## src/sv/npc_pkg.sv

```systemverilog
`default_nettype none
package npc_pkg;

    localparam int CH_W   = 8;
    localparam int IN_W   = 9;
    localparam int SIZE_W = 9;
    localparam int IDX_W  = 8;
    localparam int SQ_W   = 2 * CH_W;
    // three squares of 8-bit differences fit in 18 bits
    localparam int DIST_W = SQ_W + 2;
    localparam logic [DIST_W-1:0] DIST_INIT = '1;
    localparam logic [SIZE_W-1:0] SIZE_RESET = 9'd256;

    localparam logic CMD_LOAD  = 1'b0;
    localparam logic CMD_QUERY = 1'b1;

    typedef enum logic [1:0] {
        ST_IDLE,
        ST_SEARCH,
        ST_DRAIN,
        ST_RESULT
    } state_t;

    typedef struct packed {
        logic load_en;
        logic query_init;
        logic issue;
    } ctl_t;

    typedef struct packed {
        logic issue_more;
        logic pipe_idle;
    } status_t;

    function automatic logic [CH_W-1:0] clamp_ch(input logic [IN_W-1:0] v);
        return v[IN_W-1] ? {CH_W{1'b1}} : v[CH_W-1:0];
    endfunction

    function automatic logic [SQ_W-1:0] sq_diff(input logic [CH_W-1:0] a,
                                                input logic [CH_W-1:0] b);
        logic [CH_W-1:0] d;
        d = (a > b) ? (a - b) : (b - a);
        return d * d;
    endfunction

endpackage
`default_nettype wire

```

## src/sv/npc_ctrl.sv

```systemverilog
`default_nettype none
module npc_ctrl
    import npc_pkg::*;
(
    input  wire logic    clk,
    input  wire logic    rst_n,
    input  wire logic    start,
    input  wire logic    cmd,
    input  wire status_t status,
    output ctl_t         ctl,
    output logic         busy,
    output logic         result_valid
);

    state_t state_reg;
    state_t state_next;

    always_ff @(posedge clk or negedge rst_n)
    begin
        if (!rst_n)
        begin
            state_reg <= ST_IDLE;
        end
        else
        begin
            state_reg <= state_next;
        end
    end

    always_comb
    begin
        state_next = state_reg;
        unique case (state_reg)
            ST_IDLE:
            begin
                if (start && (cmd == CMD_QUERY))
                begin
                    state_next = ST_SEARCH;
                end
            end
            ST_SEARCH:
            begin
                if (!status.issue_more)
                begin
                    state_next = ST_DRAIN;
                end
            end
            ST_DRAIN:
            begin
                if (status.pipe_idle)
                begin
                    state_next = ST_RESULT;
                end
            end
            ST_RESULT:
            begin
                state_next = ST_IDLE;
            end
            default:
            begin
                state_next = ST_IDLE;
            end
        endcase
    end

    always_comb
    begin
        ctl          = '0;
        busy         = 1'b1;
        result_valid = 1'b0;
        unique case (state_reg)
            ST_IDLE:
            begin
                busy           = 1'b0;
                ctl.load_en    = start && (cmd == CMD_LOAD);
                ctl.query_init = start && (cmd == CMD_QUERY);
            end
            ST_SEARCH:
            begin
                ctl.issue = status.issue_more;
            end
            ST_DRAIN:
            begin
                ctl.issue = 1'b0;
            end
            ST_RESULT:
            begin
                result_valid = 1'b1;
            end
            default:
            begin
                busy = 1'b1;
            end
        endcase
    end

endmodule
`default_nettype wire
```

## config.mk

```make
export PLATFORM = sky130hd
export DESIGN_NAME = npc_ctrl
export DESIGN_NICKNAME = d
export VERILOG_FILES = /design/src/sv/npc_pkg.sv /design/src/sv/npc_ctrl.sv
export SDC_FILE = /design/constraint.sdc
export NUM_CORES = 1
export LEC_CHECK = 0
export ABC_CLOCK_PERIOD_IN_PS = 1700
export BUFFER_PORTS_ARGS = -buffer_cell sky130_fd_sc_hd__buf_2
export CORE_AREA = 5 5 42 44
export CTS_BUF_LIST = sky130_fd_sc_hd__clkbuf_4 sky130_fd_sc_hd__clkbuf_8
export CTS_CLUSTER_SIZE = 24
export DETAILED_ROUTE_END_ITERATION = 10
export DIE_AREA = 0 0 47 49
export PLACE_DENSITY = 0.46
export SLEW_MARGIN = 20
export SYNTH_ARGS = -nofsm -noshare
export SYNTH_HDL_FRONTEND = slang
export SYNTH_SLANG_ARGS = --single-unit
```

## constraint.sdc

```tcl
create_clock -name clk -period 1.7 [get_ports clk]
set_input_delay 0.34 -clock clk [delete_from_list [all_inputs] [get_ports clk]]
set_output_delay 0.34 -clock clk [all_outputs]
set_load 0.005 [all_outputs]
```

* Word level (Yosys, flattened, before mapping)
Cells that the tools add are included.
** Operators by class
- Add/sub/neg operators :: 0
- $mul :: 0
- Div/mod/pow operators :: 0
- $lt $le $gt $ge :: 0
- Eq/ne operators :: 6
- Shifts and indexed selects :: 0
- Mux-type cells :: 8
- Bitwise logic cells :: 1
- Reductions and logical operators :: 4
** Operators by type and width (count)
- 2-bit 2-to-1 mux :: 4
- 2-bit one-hot mux with 4 select lines :: 1
- 2-bit inequality test (second input constant) :: 3
- 2-bit equality test (second input constant) :: 2
- 1-bit 2-to-1 mux :: 3
- 3-bit AND reduction :: 1
- 2-bit by 1-bit equality test with 1-bit output (second input constant) :: 1
- 1-bit logical AND :: 2
- 2-bit logical NOT :: 1
- 1-bit NOT :: 1
** Storage, ports and cells
- Register bits :: 2
- Bits in latches :: 0
- RAM bits :: 0
- ROM bits :: 0
- Input port bits :: 6
- Output and inout port bits :: 5
- Logic and storage cells :: 20
- Memories kept :: 0

* Longest topological paths before layout
- Depth after elaboration :: 3
- Mapped depth :: 5
- Depth with buffers taken out :: 5

* Worst setup path before layout
No wires, ideal clock.
- Path type :: register to register
- Start point :: register state_reg[0]
- End point :: register state_reg[1]
- Setup time :: 0.125 ns
- Arrival :: 1.287 ns
- Required time :: 1.575 ns
- Setup slack :: 0.288 ns
- Stages on the path, launching flop included :: 5
- Buffers on the path :: 0
- Clock period less this slack :: 1.412 ns
- Cells stage by stage :: dfrtp_1 -> inv_1 -> ha_1 -> a221oi_4 -> mux2_4
** Between the ends
- Word-level cells in the longest chain between the ends :: 3
- Elaborated cells on any way between the ends :: 9
- Classes of those cells :: eq/ne: 6; mux: 1; reduce/logical: 2
** RTL lines
- start: declaration :: line npc_ctrl.sv:15 : state_t state_reg;
- start signal: assignment :: line npc_ctrl.sv:26 : state_reg <= state_next;
- 2-bit by 1-bit equality test with 1-bit output, or another cell as far along :: line npc_ctrl.sv:33 : unique case (state_reg)
- 2-bit inequality test (no line)
- 3-bit AND reduction (no line)
Parallel ways exist; a longest one is shown, timed or not.
A chain may end at the register's enable or synchronous reset.

==> metrics.md <==
| Metric | Value |
|---|---|
| Status | `complete, no violations` |
| Vias in the first global route | `151` |
| Peak VDD IR | `0.000692 V` |
| Syn Nets | `31` |
| Max-Cap Viols | `0` |
| Setup TNS | `0 ns` |
| FF-to-FF path depth | `5` |
| Ratio of cells with drive above 1 in the final layout | `55.9%` |
| Synth Warn # | `0` |
| I/O pin count | `11` |
| Ys flop type | `dfrtp_1` |
| Unrepaired setup endpoints after global routing | `no` |
| CTS root buf | `clkbuf_4` |
| Reg2Reg Capture Point | `state_reg[1]$_DFFE_PN0P_` |
| Postcts setup bufs | `0` |
| WP data required | `1.36 ns` |
| H-tree depth | `1` |
| Sinks on Clock Net | `2` |
| Wire length per cell | `approximately 8 um` |
| CP Launch Type | `register` |
| Initial Util | `approximately 15%` |
| Netlist Area Pre-Place | `around 210 um2` |
| Worst R2R Setup Slack | `0.23 ns` |
| Most frequent cells after synthesis | `5 x ha_1, 4 x inv_1, 2 x dfrtp_1, 2 x nor2_1` |
| Max Slew Vio Count | `0` |
| Final count of negative-setup-slack endpoints | `0` |
| Port-buffer cells | `10` |
| Cell with the most instances after synthesis | `ha_1` |
| DR vias | `168` |
| Setup WS post-layout | `0.110 ns` |
| Relative slew slack | `83.3%` |
| CTS buffer count | `3` |
| # DRC | `0` |
| Area Overhead vs Synth | `49.4%` |
| Largest fanout on the critical path | `4` |
| Largest net degree at the start of global routing | `5` |
| Antenna violations before repair | `0` |
| Drt pass-1 iters | `1` |
| Final WL | `approximately 400 um` |
| RR Startpoint | `state_reg[1]$_DFFE_PN0P_` |
| Final Hold Fails | `0` |
| Slew at the pin closest to its max-slew limit | `0.251 ns` |
| # rows | `14` |
| Dpl ws | `0.204 ns` |
| Vias per cell | `3.36` |
| Cells after Synth | `20` |
| Sequential share of the synthesized area | `23.5%` |
| CTS tree | `done` |
| Die W | `47 um` |
| Max reg flops | `2` |
| Core Footprint | `1400 um2` |
| Post-route minimum period | `1.59 ns` |
| Clock Path Buffers | `2` |
| Top cell type's share of synthesized area | `29.4%` |
| First-pass GRT wire length | `607 um` |
| Crit. End Element | `output port` |
| Lkg Pwr | `0.180 nW` |
| Setup Crit Path Kind | `reg -> out` |
| Critical path arrival | `1.25 ns` |
| Post-synthesis cell type count | `11` |
| Clk slew on worst S/H paths | `0.03 ns` |
| Final HPWL DP | `330 um` |
| Flops & latches, synth | `2` |
| PwrDens | `around 1600 nW/um2` |
| GR Overflow Total | `0` |
| GPL Wtd Cong | `0.605` |
| Die span in y | `49 um` |
| Total GRT Usage | `approximately 4.2%` |
| Die area | `2300 um2` |
| Synth top area cells | `ha_1 29%, dfrtp_1 24%, a221oi_4 12%` |
| Worst Clk Skew | `0.00427 ns` |
| N_diodes | `0` |
| Min-Delay Path Class | `in -> async` |
| Syn avg cell area | `10.6 um2` |
| Iter 0 DRT Violations | `0` |
| Final Cycle Share | `93.5%` |
| Synth area leader | `ha_1` |
| DRT antenna net count | `0` |
| Skew-Pair Late Insertion Delay | `about 0.22 ns` |
| Async SR Flop Fraction | `between 90% and 100%` |
| Nets | `47` |
| Max Clock Freq | `629 MHz` |
| Post-synth EDFFs | `0` |
## layer usage
| metal | global-route usage (%) | routed length (um) |
|---|---|---|
| met2 | 4.52 | 153 |
| met4 | 5.53 | 0 |
| met3 | 2.58 | 70 |
| met1 | 4.61 | 178 |
| met5 | 0 | 0 |
## where the power goes
part | leakage [nW] | internal, mW | switching (mW)
sequential | 0.0235 | 0.0758 | 0.0228
clock | 0.0138 | 0.0777 | 0.0246
combinational | 0.142 | 0.173 | 0.139
## worst max path at each step
stage	startpoint	endpoint	slack, ns	cells past startpoint
after floorplan	state_reg[0]$_DFFE_PN0P_	state_reg[1]$_DFFE_PN0P_	0.29	4
after global placement	state_reg[0]$_DFFE_PN0P_	state_reg[1]$_DFFE_PN0P_	0.19	4
after detailed placement	state_reg[0]$_DFFE_PN0P_	state_reg[1]$_DFFE_PN0P_	0.20	4
after CTS	state_reg[0]$_DFFE_PN0P_	ctl[1]	0.04	4
after global routing	state_reg[0]$_DFFE_PN0P_	ctl[1]	0.02	4
final	state_reg[0]$_DFFE_PN0P_	ctl[1]	0.11	4
## critical path, cell delays in order (launching register included)
cell	delay, ns
dfrtp_1	0.38
inv_1	0.13
ha_2	0.25
and3_2	0.17
buf_2	0.10
## final cells by class
class,instances,area [um2]
Clock buffer,3,22.5
Fill cell,160,1080
Inverter,4,15.0
Multi-Input combinational cell,14,150
Sequential cell,2,50.0
Tap cell,16,20.0
Timing Repair Buffer,11,60.1
## cell usage in the layout (no fill, tap or decap)
master         count
clkbuf_4           3
a221oi_4           1
nor2_1             2
nand2_1            1
and3_2             1
buf_2             10
ha_2               1
and2_4             1
dfrtp_1            2
ha_1               4
mux2i_1            1
mux2_4             1
dlygate4sd3_1      1
inv_1              4
nand2_2            1
## repair_timing
item	CTS	global route
resized for setup	0	1
endpoints found under the hold margin	2	0
setup endpoints to repair	0	2
hold buffers	1	0
## cells by family after synthesis
| logic type | Yosys count | synth area share [%] |
|---|---|---|
| flip-flops | 2 | 23.5 |
| buffers and inverters | 4 | 7.06 |
| multiplexers | 2 | 11.8 |
| adder cells (fa/ha/maj) | 5 | 29.4 |
| AO/OA/AOI/OAI | 1 | 12.4 |
| AND/OR/NAND/NOR | 6 | 15.9 |
## stage by stage
stage / std cells / utilization [%] / power [mW] / hold slack, ns / cell area [um2]
6_report: 50 / 22.7 / 0.513 / 0.437 / 318
5_1_grt: 50 / 22.7 / 0.577 / 0.449 / 318
4_1_cts: 50 / 22.5 / 0.529 / 0.420 / 315
3_5_place_dp: 46 / 20.2 / 0.415 / 0.126 / 283
3_3_place_gp: 46 / 20.2 / 0.420 / 0.127 / 283
2_1_floorplan: 20 / - / 0.333 / 0.0444 / 213
Note: power is estimated with default switching activity, not from simulation.
